File: src/rtl/rgbm_pkg.sv
// Package: types, codes and constants of the running Gaussian background model.
`timescale 1ns / 1ps
package rgbm_pkg;

    localparam logic CMD_UPDATE = 1'b0;
    localparam logic CMD_LOAD   = 1'b1;

    localparam logic [1:0] CFG_ALPHA     = 2'd0;
    localparam logic [1:0] CFG_INIT_MEAN = 2'd1;
    localparam logic [1:0] CFG_INIT_VAR  = 2'd2;

    localparam logic [15:0] ALPHA_RST    = 16'd52429;   // 0.8 in Q0.16
    localparam logic [31:0] INIT_VAR_RST = 32'd65536;   // 1.0 in Q16.16
    localparam logic [31:0] VAR_FLOOR    = 32'd32768;   // 0.5 in Q16.16
    localparam logic [31:0] ONE_Q31      = 32'h8000_0000;
    localparam logic [3:0]  EXP_TERMS    = 4'd14;

    typedef enum logic [4:0] {
        ST_IDLE,
        ST_LD0,
        ST_LD1,
        ST_U0,
        ST_U1,
        ST_BLEND,
        ST_BLEND_END,
        ST_VAR0,
        ST_VAR1,
        ST_D0,
        ST_D1,
        ST_DIV,
        ST_EXP_INIT,
        ST_E_MUL,
        ST_E_P,
        ST_E_Q,
        ST_E_C,
        ST_SQ,
        ST_SQ_W,
        ST_CONF,
        ST_FIN
    } rgbm_state_t;

    // floor(2^32 / k) for the series divisors; q0 = (p * R) >> 32 is q or q - 1
    function automatic logic [31:0] recip_k(input logic [3:0] k);
        logic [31:0] r;
        begin
            unique case (k)
                4'd2:    r = 32'd2147483648;
                4'd3:    r = 32'd1431655765;
                4'd4:    r = 32'd1073741824;
                4'd5:    r = 32'd858993459;
                4'd6:    r = 32'd715827882;
                4'd7:    r = 32'd613566756;
                4'd8:    r = 32'd536870912;
                4'd9:    r = 32'd477218588;
                4'd10:   r = 32'd429496729;
                4'd11:   r = 32'd390451572;
                4'd12:   r = 32'd357913941;
                4'd13:   r = 32'd330382099;
                4'd14:   r = 32'd306783378;
                default: r = 32'd0;
            endcase
            return r;
        end
    endfunction

endpackage

File: src/rtl/rgbm_mul.sv
// Shared 32x32 unsigned multiplier with registered product.
`timescale 1ns / 1ps
module rgbm_mul
    import rgbm_pkg::*;
(
    input  logic        clk,
    input  logic [31:0] a,
    input  logic [31:0] b,
    output logic [63:0] p
);

    logic [63:0] p_reg;

    always_ff @(posedge clk)
    begin
        p_reg <= 64'(a) * 64'(b);
    end

    assign p = p_reg;

endmodule

File: config.mk
export PLATFORM = sky130hd
export DESIGN_NAME = rgbm_mul
export DESIGN_NICKNAME = d
export VERILOG_FILES = /design/src/rtl/rgbm_pkg.sv /design/src/rtl/rgbm_mul.sv
export SDC_FILE = /design/constraint.sdc
export NUM_CORES = 2
export LEC_CHECK = 0
export BUFFER_PORTS_ARGS = -buffer_cell sky130_fd_sc_hd__buf_2
export CORE_ASPECT_RATIO = 1.75
export CORE_MARGIN = 4
export CORE_UTILIZATION = 47
export DETAILED_ROUTE_END_ITERATION = 8
export GPL_ROUTABILITY_DRIVEN = 1
export MAX_ROUTING_LAYER = met4
export PLACE_DENSITY = 0.66
export SLEW_MARGIN = 20
export SYNTH_ARGS = -nofsm -noshare
export SYNTH_HDL_FRONTEND = slang
export SYNTH_SLANG_ARGS = --single-unit
File: constraint.sdc
create_clock -name clk -period 8.7 [get_ports clk]
set_input_delay 2.175 -clock clk [delete_from_list [all_inputs] [get_ports clk]]
set_output_delay 2.175 -clock clk [all_outputs]
set_load 0.005 [all_outputs]
==> Yosys cells after proc, flatten, opt, wreduce, memory -nomap -nowiden <==
Index checks and enable logic that the tools add are counted.
{ "word_totals": {"latchBits": 0, "out_inout_bits": 64, "ramBits": 0, "reg_bits": 64, "mem_count": 0, "elab_cells": 2, "rom_bits": 0, "input_bits": 65} }
{ "classes": {"n_eq_ne": 0, "addsub": 0, "muxes": 0, "magnitude_cmp": 0, "n_shift": 0, "n_div": 0, "reduce_logical": 0, "bitwise_logic": 0, "mul": 1} }
{ "ops": {"columns": ["op", "n"], "rows": [
  ["$mul 32x32->64", 1]
]} }

==> Longest topological paths before layout <==
{ "logic_depth": {"depth_word": 1, "mapped_depth": 29, "depth_no_buf": 27} }

==> Worst setup path after synthesis <==
No wires, ideal clock.
{ "synth_timing": {"path_type": "input to register", "from": "input port a[25]", "to": "register p_reg[62], in the netlist p[62]", "path_stages": 25, "setup_slack_ns": -0.228, "setup_time_ns": 0.072, "arrival_ns": 8.856, "n_path_buf": 2, "required_ns": 8.628, "path_cell_list": "clkbuf_1 > nand2_1 > fa_1 > inv_1 > fa_1 > inv_1 > fa_1 > inv_1 > fa_1 > fa_1 > fa_1 > fa_1 > inv_1 > fa_1 > inv_1 > ha_1 > buf_2 > nand4_1 > or4_1 > or3_1 > a31oi_1 > a31o_2 > a211oi_1 > o21ai_1 > xor2_1"} }
{ "synth_between": {"elab_chain_len": 1} }
{ "synth_lines": {"columns": ["element", "line", "rtl"], "rows": [
  ["from (decl)", "rgbm_mul.sv:7", "input logic [31:0] a,"],
  ["$mul 32x32->64", "rgbm_mul.sv:16", "p_reg <= 64'(a) * 64'(b);"],
  ["to (signal assigned)", "rgbm_mul.sv:16", null],
  ["to (decl)", "rgbm_mul.sv:12", "logic [63:0] p_reg;"]
]} }
Every way passes these cells.

==> Worst setup path in the final report <==
{ "layout_timing": {"from": "input port a[14]", "to": "register p_reg[58], in the netlist p[58]"} }
Same word-level chain as after synthesis.

==> results.toml <==
[status]
run_status = "complete, but fails checks"
violations_in_the_final_reports = "negative setup slack"

[timing]
setup_viol = 5
report.final.hold_viol_count = 0
timing.final.crit_share_pct = 101
fmax_mhz = 114
tns_ns = -0.220
layout_setup_ws_ns = -0.0878
max_slew_violation_count = 0
final_period_minus_worst_setup_slack_ns = 8.79
tightestPinTransition_ns = 0.741
slew-limit-headroom_pct = 50.2
rsz0062_at_grt = "yes"

[drt]
average_vias_per_placed_instance = 5.30
vias = 26700
dr.pass1.iters = 7
postRouteAntennaNets = 0
first_iter_violations = 1322
drt-total-wl_um = 110000
routedWlPerCell_um = 21.8
route.detailed.drc = 0

[grt]
first_global_vias = 30200
globalRoute.busiestLayer = "met2"
antenna_violations_before_repair = 2
grt_pass1_wl_um = 168000
global_route.usage.met2_pct = 52.8
grt_util_all_layers_pct = 29.6
grtUsageMet1_pct = 26.3
global_route.usage.met3_pct = 4.01
overflow = 0
grt_max_degree = 25

[cells_and_area]
layout_cells_sized_above_1_pct = 19.3
largest_reg_flops = 64
multi_input_area_um2 = 30200
syn2layout_area_growth_pct = 18.5
fin_area_um2 = 41100
final_cells = 5043
ff_latch_area_um2 = 1280
final_net_count = 5328
fill_cells = 6525

[cts]
total_clock_sinks = 64
clock-root-buffer = "clkbuf_16"
clock_tree.htree_level_count = 3
tritoncts = "done"
cts-buffers-inserted = 9
ctsLongestPathBuffers = 2
cts_hold_buf = 0
path_clk_slew_ns = 0.07

[placed_design]
port_buffers = 128
detailedPlace.worstSlack_ns = -0.831
detailedPlacementHpwl_um = 94300
post-place-cells = 4982
placement.cell_area_um2 = 38900
gp_congestion = 0.984

[floorplan]
chipHeight_um = 367
placeableCoreArea_um2 = 73100
io_pins = 129
die_area_um2 = 78400
die_width_um = 213
placement_rows = 131
initial_core_util_pct = 47.4

[synth]
syn-mean-instance-area_um2 = 9.25
synth.lib_cells_used.distinct = 57
synth_fp_nets = 4972
ys_seq_area_share_pct = 3.69
async_reset_ff_share_pct = 0
ys_warn_count = 0
synth_top_cells_by_count = "896 x fa_1, 865 x inv_1, 602 x and2_1, 480 x nand2_1, 263 x ha_1"
synth_top_cell_area_share_pct = 51.7
post-synth-top-count-cell = "fa_1"
number_of_enable_type_register_cells_in_the_synthesized_netlist = 0
synth_top_cells_by_area = "fa_1 52%, and2_1 11%, ha_1 9.5%"
post-synth-top-area-cell = "fa_1"
synth_area_um2 = 34700
post_synth_inst_count = 3748
synth.ff_latch_count = 64
dominantRegCellSynth = "dfxtp_1"

[run]
maxCapViolCount = 0

[min_path]
worstHoldEndpoint = "p[0]$_DFF_P_"
holdCritPathClass = "input pin to flop"
holdCritStartpoint = "a[0]"
holdPathStages = 3

[setup_path]
worstPathMaxFanout = 12
worstSetupStartpointType = "input pin"
critical_path_class = "input pin to flop"
crit_required_ns = 8.98
crit_path_arrival_time_ns = 9.06
type_of_element_capturing_the_critical_path = "flop"
-- metal layers --
metal	share of wire, %	up-vias	wire length [um]
met2	55	881	60400
met5	0	-	0
li1	-	11500	-
met1	29	13800	31900
met3	4.0	467	4350
met4	12	0	13300
-- cell type report --
type / count / area share (%)
clock buffer: 11 / 0.591
multi-input combinational: 2599 / 73.6
sequential: 64 / 3.12
antenna: 3 / 0.0183
inverter: 865 / 7.90
clock inverter: 5 / 0.137
timing repair buffer: 565 / 11.8
tap: 931 / 2.84
-- critical path: stages --
cell and delay [ns]:
buf_6 0.14, buf_12 0.14, and2_1 0.17, fa_1 0.54, inv_1 0.07, fa_1 0.53
inv_1 0.05, fa_1 0.49, fa_2 0.70, fa_1 0.48, fa_2 0.55, fa_1 0.43
fa_1 0.49, ha_4 0.30, nand2_1 0.06, or4_4 0.52, or3_4 0.37, a31oi_4 0.30
a31o_4 0.22, a211oi_2 0.07, buf_4 0.14, xnor2_1 0.12
-- worst max-delay path by stage --
stage | depth (start not counted) | slack, ns | startpoint | to
3_3_place_gp | 26 | -0.85 | a[9] | p[62]$_DFF_P_
2_1_floorplan | 25 | -0.06 | a[25] | p[62]$_DFF_P_
5_1_grt | 23 | -0.23 | a[17] | p[58]$_DFF_P_
4_1_cts | 25 | -0.11 | b[13] | p[58]$_DFF_P_
6_report | 22 | -0.09 | a[14] | p[58]$_DFF_P_
3_5_place_dp | 26 | -0.83 | b[13] | p[62]$_DFF_P_
-- cells in the final DEF (no fill, tap or decap), types with 3 or more instances in the layout --
cell and count:
fa_2 61, ha_4 24, a31oi_1 8, buf_8 14, fa_1 835, nand2_1 475
and2_4 28, o21ai_0 19, o21bai_1 10, nand2_2 3, and3_1 13, buf_4 375
buf_6 56, o21ai_1 4, and2_1 574, clkbuf_16 12, nor3_1 4, a221o_1 4
diode_2 3, a21oi_1 47, inv_2 28, and4_1 3, o31ai_4 5, xor2_1 25
a21oi_4 4, a21o_1 39, xnor2_1 35, a21oi_2 15, o21a_1 9, nand3_1 9
inv_1 837, dfxtp_1 64, ha_1 238, buf_12 33, a221oi_4 3, buf_2 81
nor2_1 18, nand4_1 23
-- metrics by stage --
step / utilization [%] / hold slack (ns)
global placement: 53.2 / 2.55
floorplan: - / 2.30
CTS: 54.6 / 2.31
finish: 56.2 / 2.31
global route: 56.2 / 2.34
detailed placement: 53.2 / 2.56
-- cell families after synthesis --
group / count (synthesis) / synth area share (%)
muxes: 1 / 0.0289
buffers and inverters: 1085 / 11.8
adders and majority gates: 1159 / 61.2
DFF: 64 / 3.69
xor gates and xnor gates: 60 / 1.52
AOI/OAI and AO/OA: 202 / 4.15
and+or+nand+nor: 1177 / 17.6
-- what timing repair did --
item | 4_1_cts | 5_1_grt
gates resized for setup | 155 | 237
pin swaps | 51 | 136
cloned | 1 | 3
setup buffers | 16 | 26
setup endpoints to repair | 20 | 28
hold endpoints to repair | 0 | 0
Power is left out: the tool's default activity adds up to more than one toggle a clock period on the data nets, which glitch-free logic cannot reach.
